===== config.mk =====
export PLATFORM = sky130hd
export DESIGN_NAME = lru_id_cache_lookup
export DESIGN_NICKNAME = d
export VERILOG_FILES = /design/src/sv/lruc_pkg.sv /design/src/sv/lru_id_cache_lookup.sv /design/src/sv/lruc_ram.sv /design/src/sv/lruc_ctrl.sv /design/src/sv/lruc_dp.sv
export VERILOG_INCLUDE_DIRS = /design/src /design/src/sv
export SDC_FILE = /design/constraint.sdc
export NUM_CORES = 2
export LEC_CHECK = 0
export BUFFER_PORTS_ARGS = -buffer_cell sky130_fd_sc_hd__buf_2
export CAP_MARGIN = 40
export CORE_MARGIN = 2
export CORE_UTILIZATION = 37
export DETAILED_ROUTE_END_ITERATION = 8
export SYNTH_ARGS = -nofsm -noshare
export SYNTH_HDL_FRONTEND = slang
export SYNTH_SLANG_ARGS = --single-unit

===== constraint.sdc =====
create_clock -name clk -period 8.5 [get_ports clk]
set_clock_uncertainty 0.2 [all_clocks]
set_input_delay 1.7 -clock clk [delete_from_list [all_inputs] [get_ports clk]]
set_output_delay 1.7 -clock clk [all_outputs]
set_load 0.05 [all_outputs]

===== src/sv/assert_macros.svh =====
// ----------------------------------------------------------------------------
// Assertion macros
// Concurrent checks clocked on clk and held off while rst_n is low.
// ----------------------------------------------------------------------------
`ifndef ASSERT_MACROS_SVH
`define ASSERT_MACROS_SVH

`ifndef SYNTHESIS
`define CHK_SAME(lbl, ante, cons, msg) \
  lbl: assert property (@(posedge clk) disable iff (!rst_n) (ante) |-> (cons)) \
    else $error(msg);
`define CHK_LATER2(lbl, ante, cons, msg) \
  lbl: assert property (@(posedge clk) disable iff (!rst_n) (ante) |-> ##2 (cons)) \
    else $error(msg);
`else
`define CHK_SAME(lbl, ante, cons, msg)
`define CHK_LATER2(lbl, ante, cons, msg)
`endif

`endif


===== src/sv/lruc_pkg.sv =====
`timescale 1ns / 1ps
// ----------------------------------------------------------------------------
// lruc_pkg
// Shared widths, result codes, controller states and control structs.
// ----------------------------------------------------------------------------
package lruc_pkg;

  localparam int ID_W    = 32;
  localparam int STAMP_W = 32;
  localparam int SLOT_W  = 5;

  typedef enum logic [1:0] {
    ST_HIT   = 2'd0,
    ST_FILL  = 2'd1,
    ST_EVICT = 2'd2,
    ST_INV   = 2'd3
  } status_t;

  typedef enum logic [1:0] {
    S_IDLE,
    S_SCAN,
    S_LAST,
    S_COMMIT
  } ctl_state_t;

  typedef struct packed {
    logic accept;
    logic scan;
    logic commit;
  } cmd_t;

  typedef struct packed {
    logic id_zero;
    logic scan_end;
  } sts_t;

endpackage


===== src/sv/lru_id_cache_lookup.sv =====
`timescale 1ns / 1ps
`include "assert_macros.svh"
// ----------------------------------------------------------------------------
// lru_id_cache_lookup
// Fully associative buffer id cache with least-recently-used replacement.
//
//   channel  handshake          payload
//   input    start, busy        in_buffer_id
//   result   out_valid strobe   out_status, out_slot, out_evicted_id
//
// A nonzero id passes accept, a scan of every slot, a drain of the last
// read and a commit of the update before the next accept: the tag and
// stamp RAMs have one read port, so the scan reads one slot a cycle.
// An id of zero goes from accept straight to commit. The result strobe is
// high for one cycle, during which the next word may already be accepted.
// Reset clears valid flags, occupancy and the stamp; RAM contents are masked
// by the valid flags, so no clearing pass runs. The receiver cannot stall.
// ----------------------------------------------------------------------------
module lru_id_cache_lookup
  import lruc_pkg::*;
#(
  parameter int SLOTS = 32
) (
  input  logic              clk,
  input  logic              rst_n,
  input  logic              start,
  output logic              busy,
  input  logic [ID_W-1:0]   in_buffer_id,
  output logic              out_valid,
  output logic [1:0]        out_status,
  output logic [SLOT_W-1:0] out_slot,
  output logic [ID_W-1:0]   out_evicted_id
);

  cmd_t cmd;
  sts_t sts;

  lruc_ctrl u_ctrl (
    .clk   (clk),
    .rst_n (rst_n),
    .start (start),
    .sts   (sts),
    .cmd   (cmd),
    .busy  (busy)
  );

  lruc_dp #(.SLOTS(SLOTS)) u_dp (
    .clk            (clk),
    .rst_n          (rst_n),
    .cmd            (cmd),
    .sts            (sts),
    .in_buffer_id   (in_buffer_id),
    .out_valid      (out_valid),
    .out_status     (out_status),
    .out_slot       (out_slot),
    .out_evicted_id (out_evicted_id)
  );

  `CHK_SAME(a_strobe_idle, out_valid, !busy, "result strobe while busy")
  `CHK_LATER2(a_zero_id, start && !busy && in_buffer_id == '0,
    out_valid && out_status == ST_INV, "zero id not reported as invalid")
  `CHK_SAME(a_evict_only, out_valid && out_status != ST_EVICT,
    out_evicted_id == '0, "evicted id set without eviction")
  `CHK_SAME(a_inv_slot, out_valid && out_status == ST_INV,
    out_slot == '0, "invalid id reported a slot")

endmodule


===== src/sv/lruc_ram.sv =====
`timescale 1ns / 1ps
// ----------------------------------------------------------------------------
// lruc_ram
// Generic simple dual-port RAM, one write port, one registered read port.
// ----------------------------------------------------------------------------
module lruc_ram #(
  parameter int WIDTH = 32,
  parameter int DEPTH = 32
) (
  input  logic                     clk,
  input  logic                     we,
  input  logic [$clog2(DEPTH)-1:0] waddr,
  input  logic [WIDTH-1:0]         wdata,
  input  logic                     re,
  input  logic [$clog2(DEPTH)-1:0] raddr,
  output logic [WIDTH-1:0]         rdata
);

  logic [WIDTH-1:0] mem [DEPTH];
  logic [WIDTH-1:0] rdata_r;

  always_ff @(posedge clk) begin
    if (we) begin
      mem[waddr] <= wdata;
    end
    if (re) begin
      rdata_r <= mem[raddr];
    end
  end

  assign rdata = rdata_r;

endmodule


===== src/sv/lruc_ctrl.sv =====
`timescale 1ns / 1ps
// ----------------------------------------------------------------------------
// lruc_ctrl
// Sequencer: accept, scan every slot (skipped for an id of zero), drain the last read, commit the result.
// ----------------------------------------------------------------------------
module lruc_ctrl
  import lruc_pkg::*;
(
  input  logic clk,
  input  logic rst_n,
  input  logic start,
  input  sts_t sts,
  output cmd_t cmd,
  output logic busy
);

  ctl_state_t state_r, state_nxt;

  always_ff @(posedge clk) begin
    if (!rst_n) begin
      state_r <= S_IDLE;
    end else begin
      state_r <= state_nxt;
    end
  end

  always_comb begin
    state_nxt = state_r;
    case (state_r)
      S_IDLE: begin
        if (start) begin
          state_nxt = sts.id_zero ? S_COMMIT : S_SCAN;
        end
      end
      S_SCAN: begin
        if (sts.scan_end) begin
          state_nxt = S_LAST;
        end
      end
      S_LAST:   state_nxt = S_COMMIT;
      S_COMMIT: state_nxt = S_IDLE;
      default:  state_nxt = S_IDLE;
    endcase
  end

  always_comb begin
    cmd  = '0;
    busy = 1'b1;
    case (state_r)
      S_IDLE: begin
        busy       = 1'b0;
        cmd.accept = start;
      end
      S_SCAN:   cmd.scan   = 1'b1;
      S_LAST:   cmd        = '0;
      S_COMMIT: cmd.commit = 1'b1;
      default:  cmd        = '0;
    endcase
  end

endmodule


===== src/sv/lruc_dp.sv =====
`timescale 1ns / 1ps
// ----------------------------------------------------------------------------
// lruc_dp
// Tag and stamp RAMs, valid flags, scan trackers and the result register.
// ----------------------------------------------------------------------------
module lruc_dp
  import lruc_pkg::*;
#(
  parameter int SLOTS = 32
) (
  input  logic              clk,
  input  logic              rst_n,
  input  cmd_t              cmd,
  output sts_t              sts,
  input  logic [ID_W-1:0]   in_buffer_id,
  output logic              out_valid,
  output logic [1:0]        out_status,
  output logic [SLOT_W-1:0] out_slot,
  output logic [ID_W-1:0]   out_evicted_id
);

  localparam int IW    = $clog2(SLOTS);
  localparam int OCC_W = $clog2(SLOTS + 1);

  logic [ID_W-1:0]    id_r;
  logic               inv_r;
  logic [STAMP_W-1:0] stamp_r;
  logic [OCC_W-1:0]   occ_r;
  logic [SLOTS-1:0]   valid_r;

  logic [IW-1:0]      scan_idx_r;
  logic               cmp_vld_r;
  logic [IW-1:0]      cmp_idx_r;

  logic               hit_r;
  logic [IW-1:0]      hit_idx_r;
  logic               free_fnd_r;
  logic [IW-1:0]      free_idx_r;
  logic [STAMP_W-1:0] min_stamp_r;
  logic [IW-1:0]      min_idx_r;
  logic [ID_W-1:0]    min_tag_r;

  logic [ID_W-1:0]    tag_rd;
  logic [STAMP_W-1:0] stamp_rd;

  logic               we_tag, we_stamp;
  logic [IW-1:0]      waddr;
  logic               full;
  logic               valid_here;
  status_t            status_sel;
  logic [IW-1:0]      slot_sel;
  logic [ID_W-1:0]    ev_sel;
  logic [IW+SLOT_W-1:0] slot_ext;

  logic               out_valid_r;
  logic [1:0]         out_status_r;
  logic [SLOT_W-1:0]  out_slot_r;
  logic [ID_W-1:0]    out_ev_r;

  lruc_ram #(.WIDTH(ID_W), .DEPTH(SLOTS)) u_tag_ram (
    .clk   (clk),
    .we    (we_tag),
    .waddr (waddr),
    .wdata (id_r),
    .re    (cmd.scan),
    .raddr (scan_idx_r),
    .rdata (tag_rd)
  );

  lruc_ram #(.WIDTH(STAMP_W), .DEPTH(SLOTS)) u_stamp_ram (
    .clk   (clk),
    .we    (we_stamp),
    .waddr (waddr),
    .wdata (stamp_r),
    .re    (cmd.scan),
    .raddr (scan_idx_r),
    .rdata (stamp_rd)
  );

  assign sts.id_zero  = (in_buffer_id == '0);
  assign sts.scan_end = (scan_idx_r == IW'(SLOTS - 1));
  assign full         = (occ_r == OCC_W'(SLOTS));
  assign valid_here   = valid_r[cmp_idx_r];

  always_comb begin
    we_tag     = 1'b0;
    we_stamp   = 1'b0;
    waddr      = '0;
    status_sel = ST_INV;
    slot_sel   = '0;
    ev_sel     = '0;
    if (inv_r) begin
      status_sel = ST_INV;
    end else if (hit_r) begin
      status_sel = ST_HIT;
      slot_sel   = hit_idx_r;
      waddr      = hit_idx_r;
      we_stamp   = cmd.commit;
    end else if (!full) begin
      status_sel = ST_FILL;
      slot_sel   = free_idx_r;
      waddr      = free_idx_r;
      we_tag     = cmd.commit;
      we_stamp   = cmd.commit;
    end else begin
      status_sel = ST_EVICT;
      slot_sel   = min_idx_r;
      waddr      = min_idx_r;
      ev_sel     = min_tag_r;
      we_tag     = cmd.commit;
      we_stamp   = cmd.commit;
    end
    slot_ext = {{SLOT_W{1'b0}}, slot_sel};
  end

  always_ff @(posedge clk) begin
    if (!rst_n) begin
      inv_r       <= 1'b0;
      stamp_r     <= '0;
      occ_r       <= '0;
      valid_r     <= '0;
      scan_idx_r  <= '0;
      cmp_vld_r   <= 1'b0;
      hit_r       <= 1'b0;
      free_fnd_r  <= 1'b0;
      out_valid_r <= 1'b0;
    end else begin
      cmp_vld_r   <= cmd.scan;
      out_valid_r <= cmd.commit;
      if (cmd.accept) begin
        inv_r      <= sts.id_zero;
        scan_idx_r <= '0;
        hit_r      <= 1'b0;
        free_fnd_r <= 1'b0;
        if (!sts.id_zero) begin
          stamp_r <= stamp_r + 1'b1;
        end
      end
      if (cmd.scan) begin
        scan_idx_r <= scan_idx_r + 1'b1;
      end
      if (cmp_vld_r) begin
        if (valid_here && tag_rd == id_r && !hit_r) begin
          hit_r <= 1'b1;
        end
        if (!valid_here && !free_fnd_r) begin
          free_fnd_r <= 1'b1;
        end
      end
      if (cmd.commit && !inv_r && !hit_r && !full) begin
        valid_r[free_idx_r] <= 1'b1;
        occ_r               <= occ_r + 1'b1;
      end
    end
  end

  always_ff @(posedge clk) begin
    if (cmd.accept) begin
      id_r <= in_buffer_id;
    end
    if (cmp_vld_r) begin
      if (valid_here && tag_rd == id_r && !hit_r) begin
        hit_idx_r <= cmp_idx_r;
      end
      if (!valid_here && !free_fnd_r) begin
        free_idx_r <= cmp_idx_r;
      end
      if (cmp_idx_r == '0 || stamp_rd < min_stamp_r) begin
        min_stamp_r <= stamp_rd;
        min_idx_r   <= cmp_idx_r;
        min_tag_r   <= tag_rd;
      end
    end
    cmp_idx_r <= scan_idx_r;
    if (cmd.commit) begin
      out_status_r <= status_sel;
      out_slot_r   <= slot_ext[SLOT_W-1:0];
      out_ev_r     <= ev_sel;
    end
  end

  assign out_valid      = out_valid_r;
  assign out_status     = out_status_r;
  assign out_slot       = out_slot_r;
  assign out_evicted_id = out_ev_r;

endmodule

; ---- After elaboration in Yosys (flattened, before gate mapping)
; Memories as Yosys holds them, arrays and structs flattened. A register that Yosys moved wholly into a read port is not among the register bits.
; Index checks and enable logic that the tools add are counted.
[totals]
mem_bits_ro = 0
mem_bits_rw = 2048
n_memories = 2
input_bits = 35
register_bits = 237
wordCells = 95
latchBits = 0
[mem_list]
columns = memory, depth, word_bits, read_ports, rd_clocked_by_memory_dff, write_ports, line_no
row1 = u_dp.u_stamp_ram.mem, 32, 32, 1, 1, 1, lruc_ram.sv:19  ; logic [WIDTH-1:0] mem [DEPTH];
row2 = u_dp.u_tag_ram.mem, 32, 32, 1, 1, 1, lruc_ram.sv:19
[op_classes]
n_addsub = 3
n_div = 0
n_reduce_logical = 23
bitwise_logic = 3
eq_ne = 8
n_mul = 0
n_lt_le_gt_ge = 4
shifts = 0
n_mux = 32
[ops]
columns = operator, n
row1 = $add A32 B1 Y32 const B, 1
row2 = $eq A32 B32 Y1, 1
row3 = $logic_not A32 Y1, 1
row4 = $lt A32 B32 Y1, 1
row5 = $or A32 B32 Y32, 1
row6 = $mux W5, 5
row7 = $mux W1, 19
row8 = $lt A5 B6 Y1 const B, 2
row9 = $mux W2, 5
row10 = $reduce_and A2 Y1, 5
row11 = $pmux W2 S4, 1
row12 = $logic_and A1 B1 Y1, 7
row13 = $add A6 B1 Y6 const B, 1
row14 = $eq A6 B6 Y1 const B, 1
row15 = $add A5 B1 Y5 const B, 1
row16 = $bmux W1 S5, 1
row17 = $demux W1 S5, 1
row18 = $eq A5 B5 Y1 const B, 1
row19 = $ge A5 B1 Y1 const B, 1
row20 = $logic_not A1 Y1, 5
row21 = $logic_not A5 Y1, 1
row22 = $eq A2 B2 Y1 const B, 2
row23 = $ne A2 B2 Y1 const B, 2
row24 = $reduce_or A3 Y1, 1
row25 = other kinds (5), 6

; ---- Longest topological paths before layout
[logic_depth]
word_depth = 6
depth_mapped = 9

; ---- By module
; A second synthesis with hierarchy kept.
[unflattened]
hier_cells = 5342
area_unflattened_um2 = 91744.2
[modules_own_cells]
columns = mod, cells_per_inst, instances, seq_area_each_um2, area_each_um2
row1 = lruc_ram, 2260, 2, 31710.4, 40805.4
row2 = lruc_dp, 800, 1, 6206.0, 9915.8
row3 = lruc_ctrl, 22, 1, 40.0, 217.7

; ---- Worst setup path before layout
; Ideal clock, no wire load.
[synth_path]
path_kind = register to register
start = register u_dp.u_stamp_ram.rdata_r[9] (netlist: u_dp.u_stamp_ram.rdata[9]) (read register of u_dp.u_stamp_ram.mem)
end = register u_dp.min_idx_r[0], enable pin
synth_period_minus_slack_ns = 7.443
stages_incl_launch_ff = 7
setup_slack_ns = 1.057
arrival_time_ns = 6.635
cell_sequence = edfxtp_1 ha_1 a21o_1 a21o_1 a221oi_1 o311ai_0 a221oi_1
[synth_between]
elab_chain_len = 3
[synth_rtl]
columns = element, line_no
row1 = start: declaration, lruc_ram.sv:20  ; logic [WIDTH-1:0] rdata_r;
row2 = $lt A32 B32 Y1, lruc_dp.sv:168  ; if (cmp_idx_r == '0 || stamp_rd < min_stamp_r) begin
row3 = $logic_or A1 B1 Y1, lruc_dp.sv:168
row4 = $reduce_and A2 Y1 (no source line), --
row5 = end signal: assignment, lruc_dp.sv:170  ; min_idx_r <= cmp_idx_r;
row6 = end: declaration, lruc_dp.sv:40  ; logic [IW-1:0] min_idx_r;
; No other way between the ends.
; A chain may end at the register's enable or synchronous reset.

; ---- Worst setup path after layout
[layout_path]
start = register u_dp.occ_r[1]
end = memory u_dp.u_tag_ram.mem[6][24], enable pin
[layout_between]
elab_chain_len = 4
[layout_rtl]
columns = element, line_no
row1 = start: declaration, lruc_dp.sv:28  ; logic [OCC_W-1:0] occ_r;
row2 = start signal: assignment, lruc_dp.sv:152  ; occ_r <= occ_r + 1'b1;
row3 = $eq A6 B6 Y1, lruc_dp.sv:82  ; assign full = (occ_r == OCC_W'(SLOTS));
row4 = $mux W5, lruc_dp.sv:99  ; end else if (!full) begin
row5 = $mux W5, lruc_dp.sv:94  ; end else if (hit_r) begin
row6 = $mux W5, --
row7 = net u_dp.slot_sel[3], lruc_dp.sv:51  ; logic [IW-1:0] slot_sel;
row8 = end: declaration, lruc_ram.sv:19
; The timed path passes the listed nets, and every way through them passes these cells.

==> results.json <==
{
  "wl_per_cell_um": 28.7,
  "slew_headroom": 0.263,
  "grt_max_degree": 155,
  "dr.pass1.iters": 7,
  "yosysTopAreaCellShare": 0.757,
  "syn2layout_area_growth_pct": 15.2,
  "numCtsBuffers": 221,
  "crit_slowest_cell": "or4b_1",
  "die_y_um": 496,
  "routed_via_density": 5.51,
  "netlist_instances": 3895,
  "start_kind": "flip-flop",
  "fillCellCount": 20192,
  "endpoint_kind": "flip-flop",
  "min_period_ns": 4.42,
  "core_um2": 241000,
  "dp_slack_ns": 4.02,
  "crit_chain": "inv_1, ha_1, nor4b_4, a21boi_1, o311a_1, or4b_1, nor2_4, buf_4",
  "synth_edf_count": 2262,
  "min_period_over_period": 0.520,
  "timing.hold.ws_ns": 0.264,
  "fin_nets": 4263,
  "yosysTopAreaCell": "edfxtp_1",
  "critPathMaxFanout": 17,
  "cts_tree": "done",
  "synth_cell_types": 57,
  "track_usage": 0.176,
  "postSynthAreaPerCell_um2": 23.0,
  "antenna_found_initial": 3,
  "setup_slack_ns": 4.08,
  "start_util": 0.373,
  "ys_ff_latch": 2349,
  "io-pin-count": 76,
  "setup_viol": 0,
  "yosysWarnings": 0,
  "dp.cells": 7147,
  "yosysSeqAreaShare": 0.777,
  "postRouteAntennaNets": 0,
  "cts_root_buffer": "clkbuf_16",
  "utilization": 0.429,
  "ys_async_sr_fraction": 0,
  "worstPathArrival_ns": 4.74,
  "worstSkewPairLatency_ns": 0.89,
  "die_x_um": 496,
  "vias": 41661,
  "leakage_uw": 0.0294,
  "final_common_cell": "edfxtp_1",
  "slew_viol_final": 0,
  "synth_fp_nets": 3971,
  "cts-hold-fix-buffers": 0,
  "ctsHtreeMaxLevel": 4,
  "dp_hpwl_um": 114000,
  "power.density_nw_per_um2": 259,
  "rows": 180,
  "syn_area_um2": 89700,
  "max_freq_mhz": 226,
  "drive_gt1_frac": 0.310,
  "critPathKind": "reg -> reg",
  "wl_um": 217000,
  "finalHoldViolCount": 0,
  "cts_setup_buffers": 0,
  "rsz0062_at_grt": "no",
  "timing.max_cap.violations": 0,
  "drt_iter0_drc": 4361,
  "synth_area_leaders": "edfxtp_1, mux4_2, dfxtp_1",
  "port_buffers": 75,
  "required_ns": 8.82,
  "grt_pass1_vias": 42441,
  "ir_drop_v": 0.000189,
  "drc": 0,
  "stdcell_count": 7559,
  "clock-sinks": 2349,
  "synth_ff_type": "edfxtp_1",
  "gp_congestion": 0.776,
  "grt_first_pass_wirelength_um": 311000,
  "overflow": 0,
  "final_cell_mix": "edfxtp_1, mux4_2, clkbuf_16",
  "fin_setup_tns_ns": 0,
  "post_cts_resized": 0,
  "status": "finished clean",
  "worst_slew_pin_slew_ns": 1.11,
  "multi_input_area_um2": 19600,
  "regArea_um2": 69700,
  "hold_class": "reg -> reg",
  "die_area_um2": 246000,
  "clk_pin_slew_worst_paths_ns": 0.06,
  "clock_path_buffers": 3,
  "worst_path_largest_cell_delay_ns": 0.92
}
## path summary, 6_finish.rpt
check	cells past startpoint	slack [ns]	endpoint	startpoint
max	8	4.08	u_dp.u_tag_ram.mem[6][24]$_DFFE_PP_	u_dp.occ_r[1]$_SDFFE_PN0P_
min reg2reg	1	0.26	u_dp.valid_r[3]$_SDFFE_PN0P_	u_dp.valid_r[3]$_SDFFE_PN0P_
max reg2reg	8	4.08	u_dp.u_tag_ram.mem[6][24]$_DFFE_PP_	u_dp.occ_r[1]$_SDFFE_PN0P_
min	1	0.26	u_dp.valid_r[3]$_SDFFE_PN0P_	u_dp.valid_r[3]$_SDFFE_PN0P_
## stage by stage
step | cell area (um^2) | power (uW)
3_5_place_dp | 96300 | 17400
2_1_floorplan | 89700 | 16100
5_1_grt | 103000 | 27700
6_report | 103000 | 26800
4_1_cts | 103000 | 27100
3_3_place_gp | 94700 | 17200
## routing by layer
| layer | wire (um) | global-route usage | share of wire |
|---|---|---|---|
| met2 | 107000 | 0.287 | 0.49 |
| met4 | 7860 | 0.0657 | 0.036 |
| met5 | 0 | 0 | 0 |
| met3 | 12000 | 0.0268 | 0.056 |
| met1 | 90200 | 0.238 | 0.42 |
## cell usage after synthesis, types with 5 or more instances
library cell	instances
a21oi_1	40
xnor2_1	16
and2_1	38
mux4_2	640
inv_1	44
nand4_1	23
nor3_1	7
nand3_1	20
nor2_2	13
a22oi_1	5
a211oi_1	5
ha_1	41
dfxtp_1	87
o21a_1	33
and3_1	6
nand3b_1	16
nand2b_1	5
nand2_1	36
o21ai_0	33
xor2_1	30
o211ai_1	5
clkbuf_1	119
mux2_2	64
nor2_1	120
buf_2	44
nor4_1	17
or3_1	24
a21o_1	10
buf_1	20
or4b_1	5
edfxtp_1	2262
mux2i_1	19
## report_power, final
group | total (uW) | internal, uW | switching [uW]
clock | 9680 | 5360 | 4320
sequential | 13600 | 13300 | 297
combinational | 3530 | 1580 | 1950
## cells by family (layout without fill, tap and decap cells)
group | count (synthesis) | after routing | share of synthesized area
fa+ha+maj | 41 | 41 | 0.00572
mux | 723 | 723 | 0.171
xor+xnor | 46 | 46 | 0.00449
other cells | 0 | 1 | 0
simple gates | 351 | 351 | 0.0208
compound gates | 154 | 154 | 0.0113
buf+inv | 231 | 709 | 0.0104
flops | 2349 | 2349 | 0.777
## registers in the layout, summed over array words and instances, names as in the netlist, 6 cells and up
register,flops
u_dp.occ_r,6
u_dp.u_stamp_ram.mem,1024
u_dp.id_r,32
u_dp.u_tag_ram.mem,1024
u_dp.u_stamp_ram.rdata,32
u_dp.valid_r,32
u_dp.min_tag_r,32
u_dp.u_tag_ram.rdata,32
u_dp.out_evicted_id,32
u_dp.stamp_r,32
u_dp.min_stamp_r,32
## final cells by class
| class | instances | area share |
|---|---|---|
| Timing Repair Buffer | 254 | 0.0275 |
| Clock buffer | 287 | 0.0573 |
| Inverter | 46 | 0.00167 |
| Tap cell | 3185 | 0.0385 |
| Antenna cell | 1 | 0.0000242 |
| Sequential cell | 2349 | 0.674 |
| Clock inverter | 122 | 0.0112 |
| Multi-Input combinational cell | 1315 | 0.190 |
## worst max-delay path, delay by kind of cell (launching register included)
| kind | cells | cell delay, ns |
|---|---|---|
| DFF | 1 | 0.33 |
| AOI/OAI and AO/OA | 2 | 0.55 |
| buffers and inverters | 2 | 0.62 |
| adders and majority gates | 1 | 0.18 |
| and+or+nand+nor | 3 | 2.16 |
No activity file was read; power rests on OpenSTA's default activity.
